===== config.mk =====
export PLATFORM = sky130hd
export DESIGN_NAME = mog3_div
export DESIGN_NICKNAME = d
export VERILOG_FILES = /design/src/rtl/mog3_pkg.sv /design/src/rtl/mog3_div.sv
export SDC_FILE = /design/constraint.sdc
export NUM_CORES = 2
export LEC_CHECK = 0
export ABC_AREA = 1
export BUFFER_PORTS_ARGS = -buffer_cell sky130_fd_sc_hd__buf_2
export CORE_ASPECT_RATIO = 0.5
export CORE_MARGIN = 5
export CORE_UTILIZATION = 40
export CTS_BUF_LIST = sky130_fd_sc_hd__clkbuf_2 sky130_fd_sc_hd__clkbuf_4 sky130_fd_sc_hd__clkbuf_8
export CTS_CLUSTER_DIAMETER = 50
export DETAILED_ROUTE_END_ITERATION = 8
export GPL_TIMING_DRIVEN = 0
export MAX_ROUTING_LAYER = met4
export SYNTH_ARGS = -nofsm -noshare
export SYNTH_HDL_FRONTEND = slang
export SYNTH_SLANG_ARGS = --single-unit

===== constraint.sdc =====
create_clock -name clk -period 4.1 [get_ports clk]
set_input_delay 0.205 -clock clk [delete_from_list [all_inputs] [get_ports clk]]
set_output_delay 0.205 -clock clk [all_outputs]
set_load 0.02 [all_outputs]

===== src/rtl/mog3_pkg.sv =====
package mog3_pkg;

    localparam int SAMPLE_BITS = 16;

    localparam logic [16:0] Q_ONE   = 17'h10000;
    localparam logic [23:0] CNT_MAX = 24'hFFFFFF;

    localparam logic [7:0] INIT_SIGMA_RST = 8'd26;
    localparam logic [7:0] MIN_SIGMA_RST  = 8'd5;
    localparam logic [7:0] THRESH_RST     = 8'd40;

    localparam logic [1:0] CFG_INIT_SIGMA = 2'd0;
    localparam logic [1:0] CFG_MIN_SIGMA  = 2'd1;
    localparam logic [1:0] CFG_THRESH     = 2'd2;

    localparam logic [1:0] MATCH_M0   = 2'd0;
    localparam logic [1:0] MATCH_M1   = 2'd1;
    localparam logic [1:0] MATCH_M2   = 2'd2;
    localparam logic [1:0] MATCH_NONE = 2'd3;

    localparam int DIV_NB  = 34;
    localparam int DIV_DB  = 33;
    localparam int DIV_QB  = 17;
    localparam int DIV_LAT = DIV_QB + 1;

    localparam int SQ_IB  = 34;
    localparam int SQ_RB  = SQ_IB / 2;
    localparam int SQ_LAT = SQ_RB;

    typedef logic [16:0] q_t;

    typedef struct packed {
        q_t          mu;
        q_t          sg;
        q_t          wt;
        logic [24:0] n;
    } mode_t;

    typedef struct packed {
        logic [DIV_NB-1:0] rem;
        logic [DIV_QB-1:0] low;
        logic [DIV_QB-1:0] quo;
    } div_st_t;

    typedef struct packed {
        logic [SQ_RB+2:0]  rem;
        logic [SQ_RB-1:0]  root;
        logic [SQ_IB-1:0]  rad;
    } sq_st_t;

    function automatic q_t byte_to_q(logic [7:0] b);
        return 17'({b, 8'h00}) + 17'(b) + 17'(b != 8'd0);
    endfunction

    function automatic logic [7:0] q_to_byte(q_t v);
        q_t          c;
        logic [24:0] p;
        c = (v > Q_ONE) ? Q_ONE : v;
        p = {c, 8'h00} - 25'(c);
        return p[23:16];
    endfunction

    function automatic div_st_t div_step(div_st_t s, logic [DIV_DB-1:0] den);
        div_st_t           r;
        logic [DIV_NB-1:0] t;
        logic              ge;
        t     = {s.rem[DIV_NB-2:0], s.low[DIV_QB-1]};
        ge    = t >= DIV_NB'(den);
        r.rem = ge ? (t - DIV_NB'(den)) : t;
        r.low = {s.low[DIV_QB-2:0], 1'b0};
        r.quo = {s.quo[DIV_QB-2:0], ge};
        return r;
    endfunction

    function automatic sq_st_t sq_step(sq_st_t s);
        sq_st_t           r;
        logic [SQ_RB+2:0] t;
        logic [SQ_RB+2:0] trial;
        logic             ge;
        t      = {s.rem[SQ_RB:0], s.rad[SQ_IB-1:SQ_IB-2]};
        trial  = {1'b0, s.root, 2'b01};
        ge     = t >= trial;
        r.rem  = ge ? (t - trial) : t;
        r.root = {s.root[SQ_RB-2:0], ge};
        r.rad  = {s.rad[SQ_IB-3:0], 2'b00};
        return r;
    endfunction

endpackage


===== src/rtl/mog3_div.sv =====
module mog3_div (
    input  logic                          clk,
    input  logic                          en,
    input  logic [mog3_pkg::DIV_NB-1:0]   num,
    input  logic [mog3_pkg::DIV_DB-1:0]   den,
    output logic [mog3_pkg::DIV_QB-1:0]   quo
);
    import mog3_pkg::*;

    div_st_t           st_reg  [DIV_LAT];
    logic [DIV_DB-1:0] den_reg [DIV_LAT];
    div_st_t           st_next;

    always_comb
    begin
        st_next.rem = DIV_NB'(num[DIV_NB-1:DIV_QB]);
        st_next.low = num[DIV_QB-1:0];
        st_next.quo = '0;
    end

    always_ff @(posedge clk)
    begin
        if (en)
        begin
            st_reg[0]  <= st_next;
            den_reg[0] <= den;
        end
    end

    for (genvar k = 1; k < DIV_LAT; k++)
    begin : g_step
        always_ff @(posedge clk)
        begin
            if (en)
            begin
                st_reg[k]  <= div_step(st_reg[k-1], den_reg[k-1]);
                den_reg[k] <= den_reg[k-1];
            end
        end
    end

    assign quo = st_reg[DIV_LAT-1].quo;

endmodule


==> results_dict.tcl <==
set metrics [dict create \
    cpPeakStageDelay_ps 640 \
    path_common_cell "buf_16" \
    gp_congestion 1.033 \
    finalMaxSlewViolations 0 \
    p_leak_nw 53.71 \
    fin_crit_ps 3828 \
    synth_area_leaders "edfxtp_1 (45%), nand2_1 (19%), inv_1 (10%)" \
    path_class "in2reg" \
    pin_count 86 \
    post_drt_wl_per_cell_um 17.94 \
    drive_above_1_share_pct 6.345 \
    cts_sinks 1412 \
    vias_per_cell 4.676 \
    peakVddDrop_v 0.0002916 \
    fill_cells 23640 \
    crit_path_max_fanout 178 \
    cap_violations 0 \
    syn_nets 12820 \
    min-delay-path-class "in2reg" \
    antenna_found_initial 2 \
    ys_seq_area_share_pct 45.50 \
    cts_max_level 4 \
    run_status "complete, no violations" \
    cts_buffers 235 \
    start_util_pct 40.18 \
    critPathLaunchType "input port" \
    cts_tree "built" \
    required_ps 4670 \
    slew_headroom_pct 24.35 \
    drt_iter0_markers 3640 \
    regArea_um2 42400 \
    yosysWarnings 0 \
    nets 13280 \
    finalHoldViolations 0 \
    cts_root_buf "clkbuf_8" \
    postCtsSetupBuffers 0 \
    crit_path_top_delay_cell "buf_16" \
    clk_pin_slew_ps 60 \
    finalPower_w 0.06871 \
    power.density_nw_per_um2 662.8 \
    cts_resized 0 \
    grtUsageTotal_pct 24.08 \
    rows 125 \
    crit_cells 7 \
    synth.distinct_cells 43 \
    grt_pass1_wl_um 433300 \
    core_um2 231900 \
    rsz0062_at_grt "false" \
    clock_skew_ps 71.25 \
    cp-end-kind "register" \
    crit_chain "dlygate4sd3_1, buf_12, buf_16, buf_16, buf_16, buf_16, buf_16" \
    hold_start "en" \
    fp.dieH_um 351.3 \
    synth_cells 12190 \
    hold_end "den_reg[0][29]" \
    ant_nets 0 \
    worst_ep_arrival_time_ps 4400 \
    worst_slew_pin_slew_ps 1126 \
    dieWidth_um 692.6 \
    overflow 0 \
    dr.pass1.iters 8 \
    vias 74550 \
    yosys_register_bits 1412 \
    multi_input_area_um2 40160 \
    timing.reg2reg.worst_path_depth 12 \
    critPathBufInv 7 \
    drt_wl_total_um 286000 \
    r2r_slack_ps 380 \
    hold_slack_ps 247.0 \
    whs_path_depth 2 \
    yosys.area.top_type "edfxtp_1" \
    max_freq_ghz 0.2613 \
    final.period_utilization_pct 93.36 \
    syn_to_final_growth_pct 11.24 \
    syn-mean-instance-area_um2 7.648 \
    clk_latency_ps 990 \
    r2r_start "st_reg[12][33]" \
    grt_pass1_vias 77650 \
    largest_reg_flops 851 \
    drc 0 \
    setup_viol 0 \
    netlist_area_um2 93190 \
    timing.rr.end "st_reg[13][61]" \
    cp_top_family "buffers and inverters" \
    place_hpwl_um 233100 \
    final_cell_area_um2 103700 \
    grt_max_degree 179 \
    synth_top_area_share_pct 45.50 \
    die_area_um2 243300 \
    io_buffers 85 \
    clockBufferDepth 4 \
    post_dp_cell_area_um2 97770 \
]
what timing repair did:
action | in CTS | in global routing
hold endpoints to repair | 163 | 0
hold buffers | 135 | 0
setup endpoints to repair | 0 | 0
cells in the final DEF (no fill, tap or decap), types with 128 or more instances in the layout:
cell type / count
nand3_1: 934
nor2_1: 657
a21oi_1: 334
xor2_1: 210
inv_1: 2533
nor3_1: 128
clkbuf_8: 235
nand2_1: 4745
dlygate4sd3_1: 135
buf_2: 179
edfxtp_1: 1412
ha_1: 546
cell usage after synthesis:
master and number:
clkinv_1 4, nor2_2 39, edfxtp_1 1412, xnor2_1 17, nand2_1 4745, o21a_1 1
nor4_2 1, or2_2 25, o2111ai_1 1, nand3_2 67, o211ai_1 1, or2_4 1
nand2_2 31, nor4_1 5, nand4_1 28, nand2_4 13, o21ai_0 35, fa_1 16
buf_8 2, nand3_1 934, buf_6 41, inv_1 2533, buf_2 95, nand3b_1 119
nand2_8 7, buf_4 3, o21ai_1 7, nor3_1 128, inv_2 10, nand4_4 1
ha_1 546, nor3_2 10, xor2_1 210, or2_1 1, a21o_1 9, and2_1 62
buf_12 4, nor2_4 10, a21oi_1 334, o22ai_1 1, a211oi_1 4, o21bai_1 16
nor2_1 657
cells by family (layout without fill, tap and decap cells):
logic type	count (synthesis)	in the layout	share of synthesized area (%)
flip-flops	1412	1412	45.50
buffers and inverters	2692	3335	11.41
AO/OA/AOI/OAI	409	409	2.285
other	0	1	0
XOR/XNOR	227	227	2.133
AND/OR/NAND/NOR	6884	6884	31.00
adder cells (fa/ha/maj)	562	562	7.674
stage by stage:
step | TNS (ps) | setup slack (ps) | util [%] | cells
3_3_place_gp | - | -20070 | 42.04 | 15380
5_1_grt | 0 | 51.91 | 44.69 | 15940
2_1_floorplan | 0 | 1909 | - | 12190
6_report | 0 | 272.3 | 44.69 | 15940
3_5_place_dp | -17180 | -126.8 | 42.15 | 15390
4_1_cts | 0 | 225.8 | 44.69 | 15940
where the power goes:
group	total (W)	switching, W	internal (W)
combinational	0.0340	0.0231	0.0109
sequential	0.0220	0.00174	0.0203
clock	0.0127	0.00615	0.00656
total	0.0687	0.0310	0.0378
metal layers:
metal | part of all wire, % | vias up | GRT usage, %
met2 | 55 | 1311 | 47.83
met3 | 2.5 | 800 | 2.471
li1 | - | 39060 | -
met5 | 0 | - | -
met1 | 35 | 33370 | 21.47
met4 | 8.0 | 0 | 16.02
area by class of cell:
cell class	count	share of cell area (%)
sequential	1412	40.90
multi-input combinational	8082	38.74
inverter	2547	9.222
tap	3111	3.755
clock buffer	292	3.533
timing repair buffer	229	1.967
buffer	145	1.032
clock inverter	122	0.8449
antenna	1	0.002414
worst max path at each step:
stage / from / to / slack [ps]
after global placement: en / den_reg[16][2] / -20070
after global routing: en / den_reg[16][22] / 50
after floorplan: st_reg[1][33] / st_reg[2][59] / 1910
after CTS: st_reg[12][33] / st_reg[13][61] / 230
after detailed placement: en / den_reg[16][19] / -130
final: en / den_reg[16][31] / 270
Note: power is estimated with default switching activity, not from simulation.
