### config.mk
export PLATFORM = sky130hd
export DESIGN_NAME = mog3_sqrt
export DESIGN_NICKNAME = d
export VERILOG_FILES = /design/src/rtl/mog3_pkg.sv /design/src/rtl/mog3_sqrt.sv
export SDC_FILE = /design/constraint.sdc
export NUM_CORES = 1
export LEC_CHECK = 0
export BUFFER_PORTS_ARGS = -buffer_cell sky130_fd_sc_hd__buf_2
export CAP_MARGIN = 10
export CORE_ASPECT_RATIO = 1.75
export CORE_MARGIN = 2
export CORE_UTILIZATION = 35
export DETAILED_ROUTE_END_ITERATION = 16
export SLEW_MARGIN = 20
export SYNTH_ARGS = -nofsm -noshare
export SYNTH_HDL_FRONTEND = slang
export SYNTH_SLANG_ARGS = --single-unit
### constraint.sdc
create_clock -name clk -period 3.1 [get_ports clk]
set_input_delay 0.93 -clock clk [delete_from_list [all_inputs] [get_ports clk]]
set_output_delay 0.93 -clock clk [all_outputs]
set_load 0.01 [all_outputs]
### src/rtl/mog3_pkg.sv
package mog3_pkg;

    localparam int SAMPLE_BITS = 16;

    localparam logic [16:0] Q_ONE   = 17'h10000;
    localparam logic [23:0] CNT_MAX = 24'hFFFFFF;

    localparam logic [7:0] INIT_SIGMA_RST = 8'd26;
    localparam logic [7:0] MIN_SIGMA_RST  = 8'd5;
    localparam logic [7:0] THRESH_RST     = 8'd40;

    localparam logic [1:0] CFG_INIT_SIGMA = 2'd0;
    localparam logic [1:0] CFG_MIN_SIGMA  = 2'd1;
    localparam logic [1:0] CFG_THRESH     = 2'd2;

    localparam logic [1:0] MATCH_M0   = 2'd0;
    localparam logic [1:0] MATCH_M1   = 2'd1;
    localparam logic [1:0] MATCH_M2   = 2'd2;
    localparam logic [1:0] MATCH_NONE = 2'd3;

    localparam int DIV_NB  = 34;
    localparam int DIV_DB  = 33;
    localparam int DIV_QB  = 17;
    localparam int DIV_LAT = DIV_QB + 1;

    localparam int SQ_IB  = 34;
    localparam int SQ_RB  = SQ_IB / 2;
    localparam int SQ_LAT = SQ_RB;

    typedef logic [16:0] q_t;

    typedef struct packed {
        q_t          mu;
        q_t          sg;
        q_t          wt;
        logic [24:0] n;
    } mode_t;

    typedef struct packed {
        logic [DIV_NB-1:0] rem;
        logic [DIV_QB-1:0] low;
        logic [DIV_QB-1:0] quo;
    } div_st_t;

    typedef struct packed {
        logic [SQ_RB+2:0]  rem;
        logic [SQ_RB-1:0]  root;
        logic [SQ_IB-1:0]  rad;
    } sq_st_t;

    function automatic q_t byte_to_q(logic [7:0] b);
        return 17'({b, 8'h00}) + 17'(b) + 17'(b != 8'd0);
    endfunction

    function automatic logic [7:0] q_to_byte(q_t v);
        q_t          c;
        logic [24:0] p;
        c = (v > Q_ONE) ? Q_ONE : v;
        p = {c, 8'h00} - 25'(c);
        return p[23:16];
    endfunction

    function automatic div_st_t div_step(div_st_t s, logic [DIV_DB-1:0] den);
        div_st_t           r;
        logic [DIV_NB-1:0] t;
        logic              ge;
        t     = {s.rem[DIV_NB-2:0], s.low[DIV_QB-1]};
        ge    = t >= DIV_NB'(den);
        r.rem = ge ? (t - DIV_NB'(den)) : t;
        r.low = {s.low[DIV_QB-2:0], 1'b0};
        r.quo = {s.quo[DIV_QB-2:0], ge};
        return r;
    endfunction

    function automatic sq_st_t sq_step(sq_st_t s);
        sq_st_t           r;
        logic [SQ_RB+2:0] t;
        logic [SQ_RB+2:0] trial;
        logic             ge;
        t      = {s.rem[SQ_RB:0], s.rad[SQ_IB-1:SQ_IB-2]};
        trial  = {1'b0, s.root, 2'b01};
        ge     = t >= trial;
        r.rem  = ge ? (t - trial) : t;
        r.root = {s.root[SQ_RB-2:0], ge};
        r.rad  = {s.rad[SQ_IB-3:0], 2'b00};
        return r;
    endfunction

endpackage

### src/rtl/mog3_sqrt.sv
module mog3_sqrt (
    input  logic                        clk,
    input  logic                        en,
    input  logic [mog3_pkg::SQ_IB-1:0]  rad,
    output logic [mog3_pkg::SQ_RB-1:0]  root
);
    import mog3_pkg::*;

    sq_st_t st_reg [SQ_LAT];
    sq_st_t st_init;

    always_comb
    begin
        st_init.rem  = '0;
        st_init.root = '0;
        st_init.rad  = rad;
    end

    always_ff @(posedge clk)
    begin
        if (en)
        begin
            st_reg[0] <= sq_step(st_init);
        end
    end

    for (genvar k = 1; k < SQ_LAT; k++)
    begin : g_step
        always_ff @(posedge clk)
        begin
            if (en)
            begin
                st_reg[k] <= sq_step(st_reg[k-1]);
            end
        end
    end

    assign root = st_reg[SQ_LAT-1].root;

endmodule

==> flow_summary.yaml, run 1 <==
outcome:
  status: "completed"
critical_path:
  rrSetupSlack_ns: 0.16
  cp.required_ns: 3.47
  crit_fanout: 20
  cp_cell_sequence: "ha_1 -> nand4_1 -> or4_1 -> nor4b_1 -> a31oi_2 -> buf_12 -> mux2_1"
  start_kind: "flip-flop"
  worstPathArrival_ns: 3.31
  crit_family: "simple AND/OR/NAND/NOR gates"
  r2r_cells: 7
  crit_type: "flip-flop to flip-flop"
  slowest_delay_ns: 0.61
  critPathCaptureType: "flip-flop"
  worstReg2RegStart: "st_reg[14][52]$_DFFE_PP_"
  r2r_end: "st_reg[15][53]$_DFFE_PP_"
  slowest_stage: "or4_1"
  crit_buf_inv: 1
clock_network:
  cts_sinks: 693
  htreeDepth: 3
  clkSlewWorstSetupHoldPaths_ns: 0.06
  clockBufferDepth: 3
  numCtsBuffers: 68
  tritoncts: "built"
  clk_latency_ns: 0.64
  root_buffer: "clkbuf_16"
cells_and_area:
  fin_area_um2: 36900
  nets: 2799
  final_cell_mix: "693 x edfxtp_1, 208 x inv_1, 171 x ha_1"
  largest_register_ff_count: 693
  antenna_cells: 0
  area_delta_synth_final_pct: 13.8
  area.sequential_um2: 20800
  fin_cells: 3834
  n_fill_cell: 8387
  drive_above_1_share_pct: 11.8
  multi_input_area_um2: 10700
  final_common_cell: "edfxtp_1"
timing:
  slew_headroom_pct: 48.4
  hold_violations: 0
  setup_viol: 0
  min_period_over_period_pct: 94.8
  tightest_slew_ns: 0.767
  holdWs_ns: 0.410
  layout_setup_ws_ns: 0.160
  post-route-min-period_ns: 2.94
  rsz0062_at_grt: "false"
  skew_ns: 0.0265
  max_freq_mhz: 340
  slew_violations: 0
worst_hold_path:
  hold_path.class: "flip-flop to flip-flop"
  holdPathStages: 0
  hp-start: "st_reg[6][12]$_DFFE_PP_"
  min_to: "st_reg[7][14]$_DFFE_PP_"
logic_synthesis:
  ys_types: 80
  ys_ff_latch: 693
  yosysWarnings: 0
  synthArstFlopShare_pct: 0
  synth_top_area_share_pct: 64.2
  netlist_top_cells_area: "edfxtp_1 64%, ha_1 6.6%, xnor2_1 2.7%"
  avgSynthCellArea_um2: 13.4
  netlist_area_um2: 32400
  synth_seq_area_share_pct: 64.2
  synth-edff-count: 693
  synthesis.nets: 2628
  synth_top_area_cell: "edfxtp_1"
  synthFlopType: "edfxtp_1"
  syn_inst: 2421
route:
  wl_mm: 67.8
  wire_per_inst_um: 17.7
  vias_per_cell: 5.12
  drc: 0
  drtIter0Drc: 833
  ant_nets: 0
  firstDrtPassIters: 5
  num_vias: 19600
global_route:
  grt_pass1_vias: 21000
  grt_pass1_wl_mm: 105
  grt_use_total_pct: 14.3
  grt-ovfl-total: 0
  grt_max_degree: 64
  antenna_found_initial: 0
floorplan:
  dieWidth_um: 234
  die_height_um: 407
  start_util_pct: 35.3
  num_rows: 147
  io-pin-count: 53
  dieArea_um2: 95200
  core_um2: 91800
placement:
  dp_hpwl_mm: 50.4
  preCtsSetupSlack_ns: -0.178
  io_buffer_count: 52
  post_dp_cell_area_um2: 34800
  place_congestion: 0.950
  dp.cells: 3713
power_and_ir_drop:
  total_power_uw: 24100
  power.density_nw_per_um2: 653
  vdd_ir_drop_max_v: 0.000635
  leakage_uw: 0.0140
flow_run:
  drv_cap: 0
-- timing repair --
action / CTS / global route
pin swaps: 1 / 1
setup buffers: 0 / 1
resized for setup: 1 / 5
hold buffers: 0 / 0
hold endpoints to repair: 0 / 0
setup endpoints to repair: 14 / 24
-- cell families (layout without fill, tap and decap cells) --
group	Yosys count	in the layout	share of synthesized area [%]
flops	693	693	64.2
mux	64	64	2.20
compound gates	471	471	9.27
other cells	1	1	0.0116
fa+ha+maj	171	171	6.60
buf+inv	244	465	3.01
simple gates	594	594	9.78
xor+xnor	183	183	4.94
-- synthesized netlist by cell type, drive strengths merged (39+ instances only) --
cell type  number
nand3          39
a21oi         135
ha            171
inv           212
o21a           49
o21ai         106
nor2          154
mux2           58
nand2         110
nor3           57
xor2           83
edfxtp        693
xnor2         100
-- layer usage --
metal / routed length (um) / vias to the layer above / track usage [%]
met5: 0 / - / 0
met2: 41800 / 394 / 31.4
met4: 4320 / 0 / 9.19
met1: 19800 / 9599 / 10.5
li1: - / 9431 / -
met3: 1890 / 200 / 2.09
-- how the worst max path moves through the flow --
stage	startpoint	endpoint	slack, ns	cells past startpoint
2_1_floorplan	st_reg[12][52]$_DFFE_PP_	st_reg[13][56]$_DFFE_PP_	0.56	10
3_3_place_gp	st_reg[13][62]$_DFFE_PP_	st_reg[14][58]$_DFFE_PP_	-0.59	7
3_5_place_dp	st_reg[13][62]$_DFFE_PP_	st_reg[14][58]$_DFFE_PP_	-0.18	7
4_1_cts	st_reg[13][62]$_DFFE_PP_	st_reg[14][58]$_DFFE_PP_	0.003	7
5_1_grt	st_reg[6][38]$_DFFE_PP_	st_reg[7][52]$_DFFE_PP_	0.07	8
6_report	st_reg[14][52]$_DFFE_PP_	st_reg[15][53]$_DFFE_PP_	0.16	7
-- layout make-up --
type / count / share of cell area (%)
sequential: 693 / 56.4
clock buffer: 83 / 4.82
clock inverter: 37 / 0.899
tap: 1192 / 4.04
multi-input combinational: 1484 / 28.9
inverter: 212 / 2.16
timing repair buffer: 133 / 2.75
-- through the flow --
step | TNS (ns) | util (%)
final | 0 | 40.2
after global routing | 0 | 40.2
after CTS | 0 | 40.2
after detailed placement | -1.42 | 37.9
after global placement | -8.25 | 37.9
after floorplan | 0 | -
-- power by group --
part / switching, uW / leakage, uW / total [uW] / internal [uW]
clock: 3580 / 0.00103 / 7970 / 4390
sequential: 549 / 0.00664 / 12100 / 11600
combinational: 2250 / 0.00629 / 4010 / 1750
total: 6380 / 0.0140 / 24100 / 17700
-- worst reg2reg max path, stage by stage (launching register included) --
cell and delay [ns]:
edfxtp_1 0.40, ha_1 0.42, nand4_1 0.27, or4_1 0.61
nor4b_1 0.19, a31oi_2 0.24, buf_12 0.20, mux2_1 0.36
Note: power is estimated with default switching activity, not from simulation.
==> run 2: changes to the inputs <==
--- a/config.mk
+++ b/config.mk
@@ -11,6 +11,7 @@
 export CORE_MARGIN = 2
 export CORE_UTILIZATION = 35
 export DETAILED_ROUTE_END_ITERATION = 16
+export REMOVE_ABC_BUFFERS = 1
 export SLEW_MARGIN = 20
 export SYNTH_ARGS = -nofsm -noshare
 export SYNTH_HDL_FRONTEND = slang
==> run 2 against run 1 <==
  * Non-clock buffer count decreased by 8
  * Largest power group unchanged
  * Fmax decreased by 3.0%
  * Routed wire length increased by 0.63%
  * Clock skew increased by 0.016 ns
  * Final cell count decreased by 0.16%
  * Utilization about the same
  * Largest cell class unchanged
  * Critical path type unchanged
  * Critical path depth unchanged
  * Final area about the same
  * Via count about the same
  * Clock-buffer cell count increased by 1
  * Sequential share of layout area about the same
  * Worst setup slack got worse by 0.090 ns
==> flow_summary.yaml, run 2 (synthesis results as in run 1) <==
outcome:
  status: "completed"
timing:
  hold_violations: 0
  setup_viol: 0
  layout_setup_ws_ns: 0.0700
  slew_headroom_pct: 46.4
  post-route-min-period_ns: 3.03
  rsz0062_at_grt: "false"
  slew_violations: 0
  skew_ns: 0.0427
  min_period_over_period_pct: 97.7
  tightest_slew_ns: 0.797
  max_freq_mhz: 330
cells_and_area:
  largest_register_ff_count: 693
  final_cell_mix: "693 x edfxtp_1, 208 x inv_1, 169 x ha_1"
  fin_cells: 3828
  fin_area_um2: 36900
  final_util_pct: 40.2
  antenna_cells: 0
  final_common_cell: "edfxtp_1"
  area_delta_synth_final_pct: 13.8
  drive_above_1_share_pct: 11.7
  nets: 2791
route:
  ant_nets: 0
  firstDrtPassIters: 5
  vias_per_cell: 5.13
  drc: 0
  num_vias: 19600
  drtIter0Drc: 1071
  wl_mm: 68.3
  wire_per_inst_um: 17.8
clock_network:
  cts_setup_buffers: 0
  cts_sinks: 693
  clk_latency_ns: 0.63
  htreeDepth: 3
  tritoncts: "built"
  root_buffer: "clkbuf_16"
  clkSlewWorstSetupHoldPaths_ns: 0.06
  holdBufCountCts: 0
  numCtsBuffers: 68
  clockBufferDepth: 3
floorplan:
  io-pin-count: 53
  start_util_pct: 35.3
  num_rows: 147
  dieWidth_um: 234
  dieArea_um2: 95200
  core_um2: 91800
  die_height_um: 407
global_route:
  antenna_found_initial: 0
  grt_pass1_vias: 20900
  grt_use_total_pct: 14.5
  grt_max_degree: 103
  grt_pass1_wl_mm: 107
  grt-ovfl-total: 0
critical_path:
  cp.required_ns: 3.47
  cp_cell_sequence: "ha_1 -> nand4_1 -> or4_1 -> nor4b_1 -> a31oi_2 -> buf_12 -> mux2_1"
  slowest_delay_ns: 0.68
  crit_type: "flip-flop to flip-flop"
  start_kind: "flip-flop"
  critPathCaptureType: "flip-flop"
  slowest_stage: "or4_1"
  worstPathArrival_ns: 3.40
  crit_fanout: 20
  crit_buf_inv: 1
  crit_family: "simple AND/OR/NAND/NOR gates"
placement:
  preCtsSetupSlack_ns: -0.292
  post_dp_cell_area_um2: 34700
  place_congestion: 0.956
  io_buffer_count: 52
  dp_hpwl_mm: 50.6
  dp.cells: 3706
flow_run:
  drv_cap: 0
power_and_ir_drop:
  leakage_uw: 0.0140
  power.density_nw_per_um2: 661
  total_power_uw: 24400
  vdd_ir_drop_max_v: 0.000444
worst_hold_path:
  hold_path.class: "flip-flop to flip-flop"
==> run 2: layout make-up <==
| type | instances | area (um2) |
|---|---|---|
| Clock buffer | 84 | 1800 |
| Sequential cell | 693 | 20800 |
| Tap cell | 1192 | 1490 |
| Timing Repair Buffer | 125 | 931 |
| Multi-Input combinational cell | 1484 | 10700 |
| Fill cell | 8486 | 54900 |
| Inverter | 212 | 796 |
| Clock inverter | 38 | 408 |
==> run 2: repair_timing <==
action                                  CTS  global route
endpoints found under the hold margin     0             0
endpoints found under the setup margin   12            12
cloned                                    0             0
gates resized for setup                   2             4
==> run 2: power by group <==
group	switching, uW	total (uW)	internal (uW)
logic	2240	3970	1730
clock network	3590	8280	4690
registers	573	12100	11600
==> run 2: through the flow <==
step	setup TNS (ns)	hold slack [ns]
after floorplan	-2.51	0.400
after global placement	-1.90	0.401
after detailed placement	-2.03	0.405
after CTS	0	0.408
after global routing	0	0.409
final	0	0.409
==> run 2: final timing paths <==
kind | endpoint | start | cells after the start | slack [ns]
setup / recovery | st_reg[15][57]$_DFFE_PP_ | st_reg[14][59]$_DFFE_PP_ | 7 | 0.07
hold / removal | st_reg[10][30]$_DFFE_PP_ | st_reg[9][28]$_DFFE_PP_ | 0 | 0.41
setup reg to reg | st_reg[15][57]$_DFFE_PP_ | st_reg[14][59]$_DFFE_PP_ | 7 | 0.07
hold reg to reg | st_reg[10][30]$_DFFE_PP_ | st_reg[9][28]$_DFFE_PP_ | 0 | 0.41
==> run 2: layer usage <==
layer	global-route usage [%]	wire, um	up-vias
li1	-	-	9424
met1	11.0	20200	9604
met2	30.7	41000	398
met3	2.26	1920	213
met4	10.9	5220	0
met5	0	0	-
